`config.mk`:
```
export PLATFORM = sky130hd
export DESIGN_NAME = scmv_mul
export DESIGN_NICKNAME = d
export VERILOG_FILES = /design/src/design/scmv_pkg.sv /design/src/design/scmv_mul.sv
export SDC_FILE = /design/constraint.sdc
export NUM_CORES = 2
export LEC_CHECK = 0
export BUFFER_PORTS_ARGS = -buffer_cell sky130_fd_sc_hd__buf_4
export CAP_MARGIN = 20
export CORE_UTILIZATION = 50
export DETAILED_ROUTE_END_ITERATION = 10
export HOLD_SLACK_MARGIN = 0.02
export PLACE_DENSITY = 0.78
export SYNTH_ARGS = -nofsm -noshare
export SYNTH_HDL_FRONTEND = slang
export SYNTH_SLANG_ARGS = --single-unit
```
`constraint.sdc`:
```
create_clock -name clk_i -period 11 [get_ports clk_i]
set_input_delay 2.2 -clock clk_i [delete_from_list [all_inputs] [get_ports clk_i]]
set_output_delay 2.2 -clock clk_i [all_outputs]
set_load 0.05 [all_outputs]
```
`src/design/scmv_pkg.sv`:
```
package scmv_pkg;

  localparam int unsigned VEC_DEPTH = 1024;
  localparam int unsigned AW        = $clog2(VEC_DEPTH);
  localparam int unsigned IDX_W     = 10;
  localparam int unsigned VAL_W     = 32;
  localparam int unsigned FRAC_W    = 16;
  localparam int unsigned ACC_W     = 48;
  localparam int unsigned PROD_W    = 2 * VAL_W - FRAC_W;
  localparam int unsigned T_W       = ACC_W + 2;

  typedef enum logic [1:0] {
    OP_LOAD_VEC = 2'd0,
    OP_LOAD_ACC = 2'd1,
    OP_APPLY    = 2'd2,
    OP_READ     = 2'd3
  } op_e;

  typedef enum logic [1:0] {
    CFG_MATRIX_CPLX = 2'd0,
    CFG_VECTOR_CPLX = 2'd1,
    CFG_TRANSPOSE   = 2'd2
  } cfg_idx_e;

  function automatic logic idx_in_range(logic [IDX_W-1:0] idx);
    return 32'(idx) < 32'(VEC_DEPTH);
  endfunction

  function automatic logic [AW-1:0] idx_to_addr(logic [IDX_W-1:0] idx);
    logic [31:0] ext;
    ext = 32'(idx);
    return ext[AW-1:0];
  endfunction

endpackage

```
`src/design/scmv_mul.sv`:
```
module scmv_mul import scmv_pkg::*; (
  input  logic                     clk_i,
  input  logic                     issue_i,
  input  logic signed [VAL_W-1:0]  a_i,
  input  logic signed [VAL_W-1:0]  b_i,
  output logic signed [PROD_W-1:0] prod_o
);

  logic signed [2*VAL_W-1:0] full;
  logic signed [PROD_W-1:0]  prod_q;

  // Dropping the low fraction bits of the signed product rounds toward minus infinity.
  assign full = a_i * b_i;

  always_ff @(posedge clk_i) begin
    if (issue_i) begin
      prod_q <= full[2*VAL_W-1:FRAC_W];
    end
  end

  assign prod_o = prod_q;

endmodule

```
Yosys cells after proc, flatten, opt, wreduce, memory -nomap -nowiden
Cells that the tools add are included.
W data, S select, Z words.
Cells by class
  $mul: 1
Operators with widths (count)
  $mul A32 B32 Y64: 1
Storage, ports and cells
  flip-flop bits (word level): 48
  bits of input ports: 66
  word-level logic and storage cells: 2

Logic depth before layout (Yosys ltp)
  depth in word-level cells: 1
  gate-level depth with buffers: 27

Worst setup path after synthesis
No wires, ideal clock.
  path kind: input -> register
  start point: in a_i[31]
  end point: reg prod_q[47], in the netlist prod_o[47] (data pin)
  setup time: 260 ps
  arrival time: 9302 ps
  required time: 10740 ps
  slack: 1438 ps
  stages on the path: 27
  path buffers: 1
  cells stage by stage: clkbuf_1 > nand2_1 > inv_1 > fa_1 > inv_1 > fa_1 > inv_1 > fa_1 > fa_1 > inv_1 > fa_1 > inv_1 > fa_1 > inv_1 > fa_1 > inv_1 > fa_1 > ha_1 > a21oi_1 > o211a_1 > o31ai_1 > a221oi_1 > a21oi_1 > o21ai_0 > o21ai_1 > o41a_1 > xnor2_1
Between the ends
  word-level cells in the longest chain between the ends: 1
Ends and longest elaborated chain
  start, declared: line scmv_mul.sv:4  | input logic signed [VAL_W-1:0] a_i,
  $mul A32 B32 Y64: line scmv_mul.sv:13  | assign full = a_i * b_i;
  named net full[63]: line scmv_mul.sv:9  | logic signed [2*VAL_W-1:0] full;
  end signal, assigned: line scmv_mul.sv:17  | prod_q <= full[2*VAL_W-1:FRAC_W];
  end, declared: line scmv_mul.sv:10  | logic signed [PROD_W-1:0] prod_q;
The timed path passes the listed nets, and every way through them passes these cells.
A chain may end at the register's enable or synchronous reset.

Worst setup path in the final report
Same ends and word-level chain as after synthesis.

==> results.sh <==
export IMPL_outcome="finished, violations left"
export IMPL_failed_checks="DRC"
export IMPL_period_share_pct=92.4
export IMPL_wl_per_cell_um=19.9
export IMPL_post_synth_inst_count=3820
export IMPL_cts_clk_slew_worst_paths_ns=0.07
export IMPL_htree_levels=2
export IMPL_critPathCaptureType="flop"
export IMPL_vias_per_cell=5.43
export IMPL_worstPathRequired_ns=11.05
export IMPL_slew_violations=0
export IMPL_ys_seq_area_share_pct=3.90
export IMPL_worstPathArrival_ns=10.21
export IMPL_hpwlAfterDp_um=77400
export IMPL_clock_path_buffers=2
export IMPL_min_period_ns=10.16
export IMPL_hold_violations=0
export IMPL_rsz0062_at_grt="false"
export IMPL_synth_ff_type="edfxtp_1"
export IMPL_layout_drive_gt1_share_pct=3.63
export IMPL_antenna_found_initial=6
export IMPL_synthTopCellsByCount="fa_1, inv_1, nand2_1"
export IMPL_hold_path_class="in -> reg"
export IMPL_avgSynthCellArea_um2=9.68
export IMPL_die_x_um=274
export IMPL_crit_fanout=32
export IMPL_setup_tns_ns=0
export IMPL_start_util_pct=50.6
export IMPL_die_area_um2=75100
export IMPL_grt_max_degree=49
export IMPL_cts_tree="built"
export IMPL_synth_most_common_cell="fa_1"
export IMPL_wl_um=93800
export IMPL_synth_top_area_share_pct=58.5
export IMPL_largest_reg_flops=48
export IMPL_postLayoutCoreUtil_pct=52.6
export IMPL_finalSetupViolCount=0
export IMPL_firstDrtPassIters=9
export IMPL_yosysTopAreaCell="fa_1"
export IMPL_port_buffers=113
export IMPL_cts_sinks=48
export IMPL_rows=99
export IMPL_crit_type="in -> reg"
export IMPL_hold_buffers=0
export IMPL_ys_ff_latch=48
export IMPL_grt_pass1_vias=29229
export IMPL_numCtsBuffers=5
export IMPL_drtIter0Drc=1548
export IMPL_synth_edff_count=48
export IMPL_area_delta_synth_final_pct=4.01
export IMPL_yosysUniqueCellTypes=54
export IMPL_critPathLaunchType="input port"
export IMPL_synth_area_um2=37000
export IMPL_ios=114
export IMPL_min_from="issue_i"
export IMPL_root_buffer="clkbuf_16"
export IMPL_max_freq_mhz=98.4
export IMPL_gp_congestion=0.937
export IMPL_synth_yosys_warnings=0
export IMPL_syn_nets=5147
export IMPL_grt_pass1_wl_um=154000
export IMPL_post_cts_resized=0
export IMPL_max_cap_violations=0
export IMPL_async_reset_ff_share_pct=0
export IMPL_finalNetCount=5068
export IMPL_coreArea_um2=73100
export IMPL_drc=24
export IMPL_vias=25559
export IMPL_worst_pin_slew_ns=0.658
export IMPL_cp_startpoint="a_i[31]"
export IMPL_slew_headroom_pct=55.9
export IMPL_ant_nets=0
export IMPL_gr_total_overflow=0
export IMPL_die_h_um=274
export IMPL_num_fill_cells=6434
export IMPL_cts_setup_buffers=0
export IMPL_synthTopCellsByArea="fa_1, inv_1, and2_1, ha_1, nand2_1"
export IMPL_track_usage_pct=26.7
layer usage:
metal,vias to the layer above,part of all wire [%],GRT usage (%)
li1,10699,-,-
met1,13536,34,30.2
met2,977,52,47.1
met3,345,6.2,4.40
met4,2,7.2,16.1
met5,-,0.012,0
cell type report:
type / instances / area (um2) / share of cell area (%)
Clock inverter: 3 / 21.3 / 0.0553
Sequential cell: 48 / 1440 / 3.75
Antenna cell: 6 / 15.0 / 0.0390
Inverter: 950 / 3570 / 9.27
Tap cell: 959 / 1200 / 3.12
Multi-Input combinational cell: 2617 / 31200 / 81.1
Timing Repair Buffer: 119 / 893 / 2.32
Clock buffer: 5 / 125 / 0.325
final timing paths:
check / end / slack, ns / cells after the start
setup / recovery: prod_o[47] / 0.84 / 27
hold / removal: prod_o[46] / 2.44 / 1
cells by family after synthesis:
group           after synthesis  synth area share [%]
fa+ha+maj                  1261                  64.6
buf+inv                    1155                  11.7
simple gates               1140                  15.5
compound gates              153                  2.79
xor+xnor                     63                  1.49
flops                        48                  3.90
metrics by stage:
step	area [um2]	setup WS, ns	instances	hold slack [ns]
after floorplan	37000	1.44	3820	2.31
after global placement	38300	0.837	4693	2.69
after detailed placement	38300	0.645	4693	2.70
after CTS	38500	0.936	4701	2.46
after global routing	38500	0.326	4701	2.47
final	38500	0.840	4707	2.44
critical path, cell delays in order:
cell	delay [ns]
buf_4	0.29
nand2_1	0.19
inv_1	0.12
fa_1	0.41
inv_1	0.25
fa_1	0.47
inv_1	0.22
fa_1	0.50
fa_1	0.84
inv_1	0.39
fa_1	0.58
inv_1	0.05
fa_1	0.53
inv_1	0.05
fa_1	0.48
inv_1	0.05
fa_1	0.46
ha_1	0.37
a21oi_1	0.22
o211a_1	0.18
o31ai_1	0.11
a221oi_1	0.25
a21oi_1	0.16
o21ai_0	0.22
o21ai_1	0.14
o41a_1	0.34
xnor2_1	0.13
placed cells by master (no fill, tap or decap), drive strengths merged, types with 12 or more instances in the layout:
master / n
nand3: 12
edfxtp: 48
a21oi: 48
a21o: 21
xor2: 23
inv: 951
nand2b: 12
ha: 180
fa: 1081
nand4: 14
nand2: 513
buf: 119
and2: 513
o21ai: 30
nor2: 46
xnor2: 40
Power is not shown: default switching activity piles up to over one toggle a cycle in this logic, so the estimate is an artifact.
