===== src/design/scmv_pkg.sv =====
package scmv_pkg;

  localparam int unsigned VEC_DEPTH = 1024;
  localparam int unsigned AW        = $clog2(VEC_DEPTH);
  localparam int unsigned IDX_W     = 10;
  localparam int unsigned VAL_W     = 32;
  localparam int unsigned FRAC_W    = 16;
  localparam int unsigned ACC_W     = 48;
  localparam int unsigned PROD_W    = 2 * VAL_W - FRAC_W;
  localparam int unsigned T_W       = ACC_W + 2;

  typedef enum logic [1:0] {
    OP_LOAD_VEC = 2'd0,
    OP_LOAD_ACC = 2'd1,
    OP_APPLY    = 2'd2,
    OP_READ     = 2'd3
  } op_e;

  typedef enum logic [1:0] {
    CFG_MATRIX_CPLX = 2'd0,
    CFG_VECTOR_CPLX = 2'd1,
    CFG_TRANSPOSE   = 2'd2
  } cfg_idx_e;

  function automatic logic idx_in_range(logic [IDX_W-1:0] idx);
    return 32'(idx) < 32'(VEC_DEPTH);
  endfunction

  function automatic logic [AW-1:0] idx_to_addr(logic [IDX_W-1:0] idx);
    logic [31:0] ext;
    ext = 32'(idx);
    return ext[AW-1:0];
  endfunction

endpackage


===== src/design/scmv_add.sv =====
module scmv_add import scmv_pkg::*; (
  input  logic signed [T_W-1:0]   a_i,
  input  logic signed [T_W-1:0]   b_i,
  input  logic                    sub_i,
  output logic signed [T_W-1:0]   sum_o,
  output logic signed [ACC_W-1:0] sat_o
);

  logic signed [T_W:0] full;
  logic                fits;

  always_comb begin
    if (sub_i) begin
      full = {a_i[T_W-1], a_i} - {b_i[T_W-1], b_i};
    end else begin
      full = {a_i[T_W-1], a_i} + {b_i[T_W-1], b_i};
    end
  end

  assign sum_o = full[T_W-1:0];
  assign fits  = (&full[T_W:ACC_W-1]) | ~(|full[T_W:ACC_W-1]);

  always_comb begin
    priority if (fits) begin
      sat_o = full[ACC_W-1:0];
    end else if (full[T_W]) begin
      sat_o = {1'b1, {(ACC_W-1){1'b0}}};
    end else begin
      sat_o = {1'b0, {(ACC_W-1){1'b1}}};
    end
  end

endmodule


===== config.mk =====
export PLATFORM = sky130hd
export DESIGN_NAME = scmv_add
export DESIGN_NICKNAME = d
export VERILOG_FILES = /design/src/design/scmv_pkg.sv /design/src/design/scmv_add.sv
export SDC_FILE = /design/constraint.sdc
export NUM_CORES = 1
export LEC_CHECK = 0
export BUFFER_PORTS_ARGS = -buffer_cell sky130_fd_sc_hd__buf_2
export CAP_MARGIN = 20
export CORE_MARGIN = 2
export CORE_UTILIZATION = 37
export DETAILED_ROUTE_END_ITERATION = 8
export PLACE_DENSITY = 0.65
export SLEW_MARGIN = 20
export SYNTH_ARGS = -nofsm -noshare
export SYNTH_HDL_FRONTEND = slang
export SYNTH_SLANG_ARGS = --single-unit

===== constraint.sdc =====
create_clock -name vclk -period 4.5
set_clock_uncertainty 0.05 [all_clocks]
set_input_delay 0 -clock vclk [all_inputs]
set_output_delay 0 -clock vclk [all_outputs]
set_load 0.02 [all_outputs]

Yosys cells after proc, flatten, opt, wreduce, memory -nomap -nowiden --
Index checks and enable logic that the tools add are counted.
Operators by class: add/subtract/negate cells 2, muxes and demuxes 3, bitwise gates (word level) 2, reductions and logical operators 2
Operators by type and width (number):
- 2-to-1 mux 48 bit | 2
- adder 50 x 50 -> 51 bit | 1
- 2-to-1 mux 51 bit | 1
- subtractor 50 x 50 -> 51 bit | 1
- AND reduction 4 bit | 1
- OR reduction 4 bit | 1
- NOT 1 bit | 1
- OR 1 bit | 1
Storage, ports and cells: flip-flop bits (word level) 0, input bits 101, logic and storage cells 9

Logic depth before layout (Yosys ltp) --
Gate-level depths: netlist (run 1).
word-level depth 6, gate-level depth with buffers 24, gate-level depth less buffers 21

Worst setup path after synthesis (run 1) --
No wires, ideal clock.
path type input -> output, from input b_i[3], to output sat_o[43], arrival 5.004 ns, required time 4.450 ns, setup slack -0.554 ns, stages 22, path buffers 2, cells stage by stage or3_1 > nor4bb_1 > nand3_1 > nor2_1 > and2_1 > and3b_1 > nand2_1 > nor2_1 > nor2_1 > xnor2_1 > ha_1 > clkbuf_1 > nand2_1 > nor2_1 > and2_1 > nand4_1 > nor4_1 > a21oi_1 > xnor2_1 > a31oi_1 > buf_6 > o31ai_1
Between the ends: cells in the longest elaborated chain, start to end 6
Ends and longest elaborated chain:
- from (decl) | RTL line scmv_add.sv:3 | input logic signed [T_W-1:0] b_i,
- adder 50 x 50 -> 51 bit / subtractor 50 x 50 -> 51 bit (equally long branches) | RTL line scmv_add.sv:16, scmv_add.sv:14
- 2-to-1 mux 51 bit * | RTL line scmv_add.sv:13 | if (sub_i) begin
- via sum_o[47] | RTL line scmv_add.sv:5 | output logic signed [T_W-1:0] sum_o,
- OR reduction 4 bit | RTL line scmv_add.sv:21 | assign fits = (&full[T_W:ACC_W-1]) | ~(|full[T_W:ACC_W-1]);
- NOT 1 bit | RTL line scmv_add.sv:21
- OR 1 bit * | RTL line scmv_add.sv:21
- 2-to-1 mux 48 bit * | RTL line scmv_add.sv:24 | priority if (fits) begin
- to (decl) | RTL line scmv_add.sv:6 | output logic signed [ACC_W-1:0] sat_o
The timed path passes the listed nets; every way through them passes the cells marked *.

Worst setup path after layout (run 1) --
from input b_i[12], to output sat_o[43]
Between the ends: cells in the longest elaborated chain, start to end 6
Ends and longest elaborated chain (RTL line):
- adder 50 x 50 -> 51 bit / subtractor 50 x 50 -> 51 bit (equally long branches) | scmv_add.sv:16, scmv_add.sv:14
- 2-to-1 mux 51 bit * | scmv_add.sv:13
- OR reduction 4 bit | scmv_add.sv:21
- NOT 1 bit | scmv_add.sv:21
- OR 1 bit | scmv_add.sv:21
- 2-to-1 mux 48 bit * | scmv_add.sv:24
Every way passes the cells marked *; elsewhere a longest branch is shown, timed or not.

==> run_results.csv, run 1 <==
group,metric,value,unit
route,firstDrtPassIters,5,
route,via_count,6286,
worst_setup_path,cp-start-kind,"input port",
floorplan,core-area,12100,sq um
clock_network,cts_hold_buf,0,
sta,drv_slew,0,
sta,tightest_slew,0.821,ns
finish,fin_nets,1167,
sta,setup_viol,47,
route,drc,0,
finish,n_sequential_cell,0,
place,hpwl,14.7,mm
power,p_leak,3.71,nW
place,gp_congestion,0.984,
worst_setup_path,cp_data_arrival_time,4.58,ns
worst_setup_path,critPathCaptureType,"primary output",
floorplan,chipWidth,115,um
worst_setup_path,crit_required,4.45,ns
sta,min_period,4.63,ns
finish,seq_area,0,sq um
worst_setup_path,crit_type,"in -> out",
global_routing,grt_pass1_vias,5544,
synthesis,syn_area_per_cell,6.56,sq um
route,wl_per_cell,15.9,um
finish,nClkBuffers,0,
synthesis,yosysSeqAreaShare,0,%
job,cap_violations,0,
global_routing,antenna_found_initial,3,
finish,drive_above_1_share,44.4,%
route,drt_iter0_drc,388,
global_routing,gr-usage-met2,41.2,%
sta,fmax,216,MHz
sta,finalCritPeriodShare,103,%
power,peakVddDrop,0.000225,V
place,io_buffers,199,
worst_setup_path,crit_fanout,8,
finish,area_growth,63.8,%
finish,final_util,62.4,%
route,antenna_left,0,
floorplan,die_y,115,um
sta,hold_viol_final,0,
global_routing,use_met1,34.8,%
synthesis,synthCells,700,
worst_hold_path,hold_class,"in -> out",
route,wl,18.8,mm
route,vias_per_cell,5.32,
synthesis,synth_area,4590,sq um
global_routing,grt_pass1_wl,26.7,mm
sta,rsz0062_at_grt,"yes",
status,status,"complete, but fails checks",
synthesis,syn_nets,853,
power,totalPowerFinal,2.89,mW
floorplan,design.die.area,13300,sq um
finish,fill_cells,1118,
floorplan,start_util,38.1,%
global_routing,grt_use_total,24.6,%
status,violations,"setup timing",
sta,slew_headroom,44.8,%
synthesis,yosys_warnings,0,
sta,final.setup.worst_slack,-0.125,ns
global_routing,globalRoute.busiestLayer,"met2",
global_routing,grt_max_degree,32,
floorplan,rows,40,
synthesis,synth_cell_types,62,
global_routing,globalRoute.totalOverflow,0,
floorplan,io_pins,199,
global_routing,met3_usage,2.11,%
power,power_density,385,nW/um^2
-- area by class of cell --
cell class | instances | area [sq um] | share of cell area [%]
repair buffers | 348 | 2540 | 33.7
multi-input cells | 598 | 4530 | 60.2
inverters | 66 | 248 | 3.29
well taps | 168 | 210 | 2.79
diodes | 1 | 2.50 | 0.0333
-- Yosys cell counts (17+ instances only) --
| master | n | area share (%) |
|---|---|---|
| a21oi_1 | 70 | 7.6 |
| o21ai_0 | 40 | 4.4 |
| a21o_1 | 23 | 3.8 |
| xnor2_1 | 70 | 13 |
| nand2_1 | 44 | 3.6 |
| nor3_1 | 18 | 2.0 |
| nor2_1 | 68 | 5.6 |
| clkbuf_1 | 22 | 1.8 |
| a31oi_1 | 17 | 2.3 |
| o21ai_2 | 30 | 5.7 |
| xor2_1 | 26 | 5.0 |
| ha_1 | 51 | 14 |
| inv_1 | 66 | 5.4 |
-- path summary, 6_finish.rpt --
check,startpoint,slack (ns),cells after the start,endpoint
min,a_i[1],0.44,3,sum_o[1]
max,b_i[12],-0.13,23,sat_o[43]
-- critical path, cell delays in order --
cell and delay [ns]:
buf_6 0.09, or4_4 0.52, and4bb_4 0.37, and4b_2 0.28, and4b_1 0.24, buf_4 0.15
a31oi_1 0.10, xnor2_1 0.15, ha_1 0.32, buf_4 0.17, and2_1 0.16, and2_4 0.16
nand4_1 0.12, a21oi_1 0.09, or3_1 0.36, a21oi_2 0.17, xnor2_2 0.13, buf_4 0.16
o31ai_4 0.25, buf_6 0.18, buf_12 0.15, o31ai_4 0.09, buf_6 0.14
-- logic make-up after synthesis --
family                   Yosys count  synth area share, %
AO/OA/AOI/OAI                    244                 35.2
XOR/XNOR                          97                 18.7
adder cells (fa/ha/maj)           52                 14.3
buffers and inverters            102                 9.78
multiplexers                       2                0.463
AND/OR/NAND/NOR                  203                 21.6
-- layout by cell type, fill, tap and decap left out, drive strengths merged, types with 9 or more instances in the layout --
master	instances
nand3	9
o21ai	72
buf	342
a21oi	72
inv	66
nor2	68
a31oi	17
nand2	44
xnor2	71
ha	51
o21a	11
a21o	23
nand4	14
nor3	18
xor2	26
-- layer usage --
layer | wire [um] | vias to the layer above
li1 | - | 3139
met1 | 8150 | 2836
met2 | 8870 | 276
met3 | 1400 | 31
met4 | 396 | 4
met5 | 21 | -
-- per-stage QoR --
step           cells  setup slack (ns)  instance area [sq um]  hold slack [ns]  setup TNS (ns)
2_1_floorplan    700            0.0274                   4680            0.155               0
3_3_place_gp    1156            -0.143                   6710            0.412           -4.17
3_5_place_dp    1156            -0.154                   6710            0.406           -4.26
4_1_cts         1160          -0.00485                   6820            0.408         -0.0207
5_1_grt         1181            -0.313                   7520            0.472          -13.61
6_report        1181            -0.125                   7520            0.436           -4.44
-- timing repair --
item	4_1_cts	5_1_grt
cloned	1	7
setup buffers	3	14
setup endpoints to repair	47	52
pin swaps	3	35
resized for setup	16	120
-- power breakdown --
| part | internal, mW | leakage (nW) | switching [mW] |
|---|---|---|---|
| sequential | 0 | 0 | 0 |
| combinational | 1.27 | 3.71 | 1.62 |
| clock | 0.0000000297 | 0.00000634 | 0 |
| total | 1.27 | 3.71 | 1.62 |
(Power assumes the default switching activity.)
==> run 2: changes to the inputs <==
- ABC_AREA: default -> 1
- CAP_MARGIN: 20 -> default
- PLACE_DENSITY: 0.65 -> 0.62
==> run_results.csv, run 2 <==
group,metric,value,unit
finish,nClkBuffers,0,
route,wl_per_cell,14.3,um
place,dp_slack,0.362,ns
worst_setup_path,crit_top_cell,"nand2_1",
global_routing,grt_use_total,24.6,%
synthesis,synth_top_family_by_area,"simple AND/OR/NAND/NOR gates",
finish,final_common_cell,"nand2_1",
finish,drive_above_1_share,18.5,%
route,wl,22.7,mm
finish,seq_area,0,sq um
route,vias_per_cell,4.95,
place,gp_congestion,1.00,
synthesis,synthMuxAreaShare,0,%
power,peakVddDrop,0.000160,V
synthesis,synth_cell_types,33,
synthesis,synth-xor-area-share,12.8,%
sta,slew_headroom,59.3,%
sta,tightest_slew,0.605,ns
status,status,"complete, no violations",
floorplan,die_y,131,um
place,hpwl,20.0,mm
synthesis,yosys.area_share.simple,49.0,%
worst_hold_path,hold_class,"in -> out",
worst_setup_path,cp-start-kind,"input port",
sta,min_period,4.08,ns
power,power_density,283,nW/um^2
synthesis,yosysTopAreaCell,"nand2_1",
synthesis,synth_top_area_share,25.0,%
sta,fmax,245,MHz
synthesis,synth_area,6010,sq um
worst_setup_path,crit_fanout,23,
floorplan,rows,46,
floorplan,core-area,15900,sq um
worst_setup_path,critPathMaxStageDelay,0.43,ns
finish,area_growth,21.4,%
route,firstDrtPassIters,6,
global_routing,grt_pass1_vias,7068,
synthesis,syn_nets,1337,
sta,setup_viol,0,
route,drc,0,
global_routing,grt_pass1_wl,35.3,mm
finish,final_cell_mix,"398 x nand2_1, 199 x inv_1, 199 x buf_2",
worst_setup_path,critPathCaptureType,"primary output",
sta,finalCritPeriodShare,90.6,%
route,antenna_left,0,
synthesis,synth-compound-area-share,11.3,%
job,cap_violations,0,
worst_hold_path,hold_path_depth,4,
synthesis,synth_commonest_cells,"400 x nand2_1, 199 x inv_1, 127 x nor2_1",
global_routing,grt_max_degree,48,
route,drt_iter0_drc,495,
finish,final_area,7290,sq um
power,p_leak,4.11,nW
floorplan,io_pins,199,
worst_setup_path,cp_top_family,"simple AND/OR/NAND/NOR gates",
worst_setup_path,crit_type,"in -> out",
floorplan,chipWidth,131,um
finish,fin_nets,1528,
route,via_count,7860,
global_routing,globalRoute.totalOverflow,0,
synthesis,synthCells,1184,
finish,final_util,45.9,%
worst_setup_path,slowest_stage,"ha_1",
worst_setup_path,cp_num_cells,29,
sta,hold_viol_final,0,
synthesis,syn_area_per_cell,5.07,sq um
synthesis,yosys_warnings,0,
synthesis,yosysSeqAreaShare,0,%
place,io_buffers,199,
place,placed_cell_area,7190,sq um
synthesis,synth_area_leaders,"nand2_1 25%, inv_1 12%, ha_1 11%, nor2_1 7.9%, nand3_1 7.9%",
synthesis,synth.most_common_cell,"nand2_1",
finish,n_sequential_cell,0,
sta,final.setup.worst_slack,0.424,ns
global_routing,antenna_found_initial,0,
finish,antenna_cells,0,
worst_setup_path,worst-path-buf-inv,6,
worst_setup_path,cp_data_arrival_time,4.03,ns
sta,drv_slew,0,
floorplan,design.die.area,17300,sq um
worst_setup_path,crit_required,4.45,ns
sta,fin_tns_setup,0,ns
synthesis,synth_adder_area_share,11.0,%
floorplan,start_util,37.8,%
## run 2: cell count changes in the layout (fill, tap and decap cells not counted), sizes merged, moves of 26 or more
| cell | change |
|---|---|
| nand2 | +367 |
| inv | +143 |
| buf | -135 |
| nand3 | +89 |
| nor2 | +64 |
| o21ai | -53 |
| xnor2 | -35 |
| xor2 | +26 |
## run 2: final timing paths
check	slack (ns)	end	start
setup / recovery	0.42	sat_o[32]	b_i[3]
hold / removal	0.40	sum_o[0]	b_i[0]
## run 2: where the power goes
group / internal [mW] / switching, mW
clock: 0 / 0
combinational: 0.673 / 1.39
sequential: 0 / 0
## run 2: cell type report
type / count / area, sq um
Fill cell: 1850 / 8590
Inverter: 210 / 788
Multi-Input combinational cell: 954 / 5090
Tap cell: 216 / 270
Timing Repair Buffer: 209 / 1140
## run 2: cells by family (layout without fill, tap and decap cells)
group                      after synthesis  in the layout
AOI/OAI and AO/OA                      116            116
xor gates and xnor gates                88             88
adders and majority gates               52             52
buffers and inverters                  230            419
and+or+nand+nor                        698            698
## run 2: worst min-delay path: stages
cell	delay [ns]
buf_2	0.10
ha_1	0.13
inv_1	0.06
buf_2	0.16
## run 2: through the flow
stage | power [mW] | hold WS, ns | instances
3_3_place_gp | 1.99 | 0.402 | 1586
6_report | 2.07 | 0.398 | 1589
4_1_cts | 2.00 | 0.389 | 1586
5_1_grt | 2.24 | 0.434 | 1589
2_1_floorplan | 1.40 | 0.139 | 1184
3_5_place_dp | 1.99 | 0.382 | 1586
## run 2: metal layers
| metal | up-vias | wire length, um | part of all wire, % | global-route usage (%) |
|---|---|---|---|---|
| met1 | 3466 | 11000 | 49 | 36.7 |
| met2 | 288 | 9890 | 44 | 40.2 |
| li1 | 4086 | - | - | - |
| met4 | 0 | 275 | 1.2 | 2.84 |
| met3 | 20 | 1460 | 6.4 | 0.656 |
| met5 | - | 0 | 0 | 0 |
## run 2: what timing repair did
| action | 4_1_cts | 5_1_grt |
|---|---|---|
| setup endpoints to repair | 0 | 47 |
| hold buffers | 0 | 0 |
| buffers inserted | 0 | 1 |
| resized for setup | 0 | 11 |
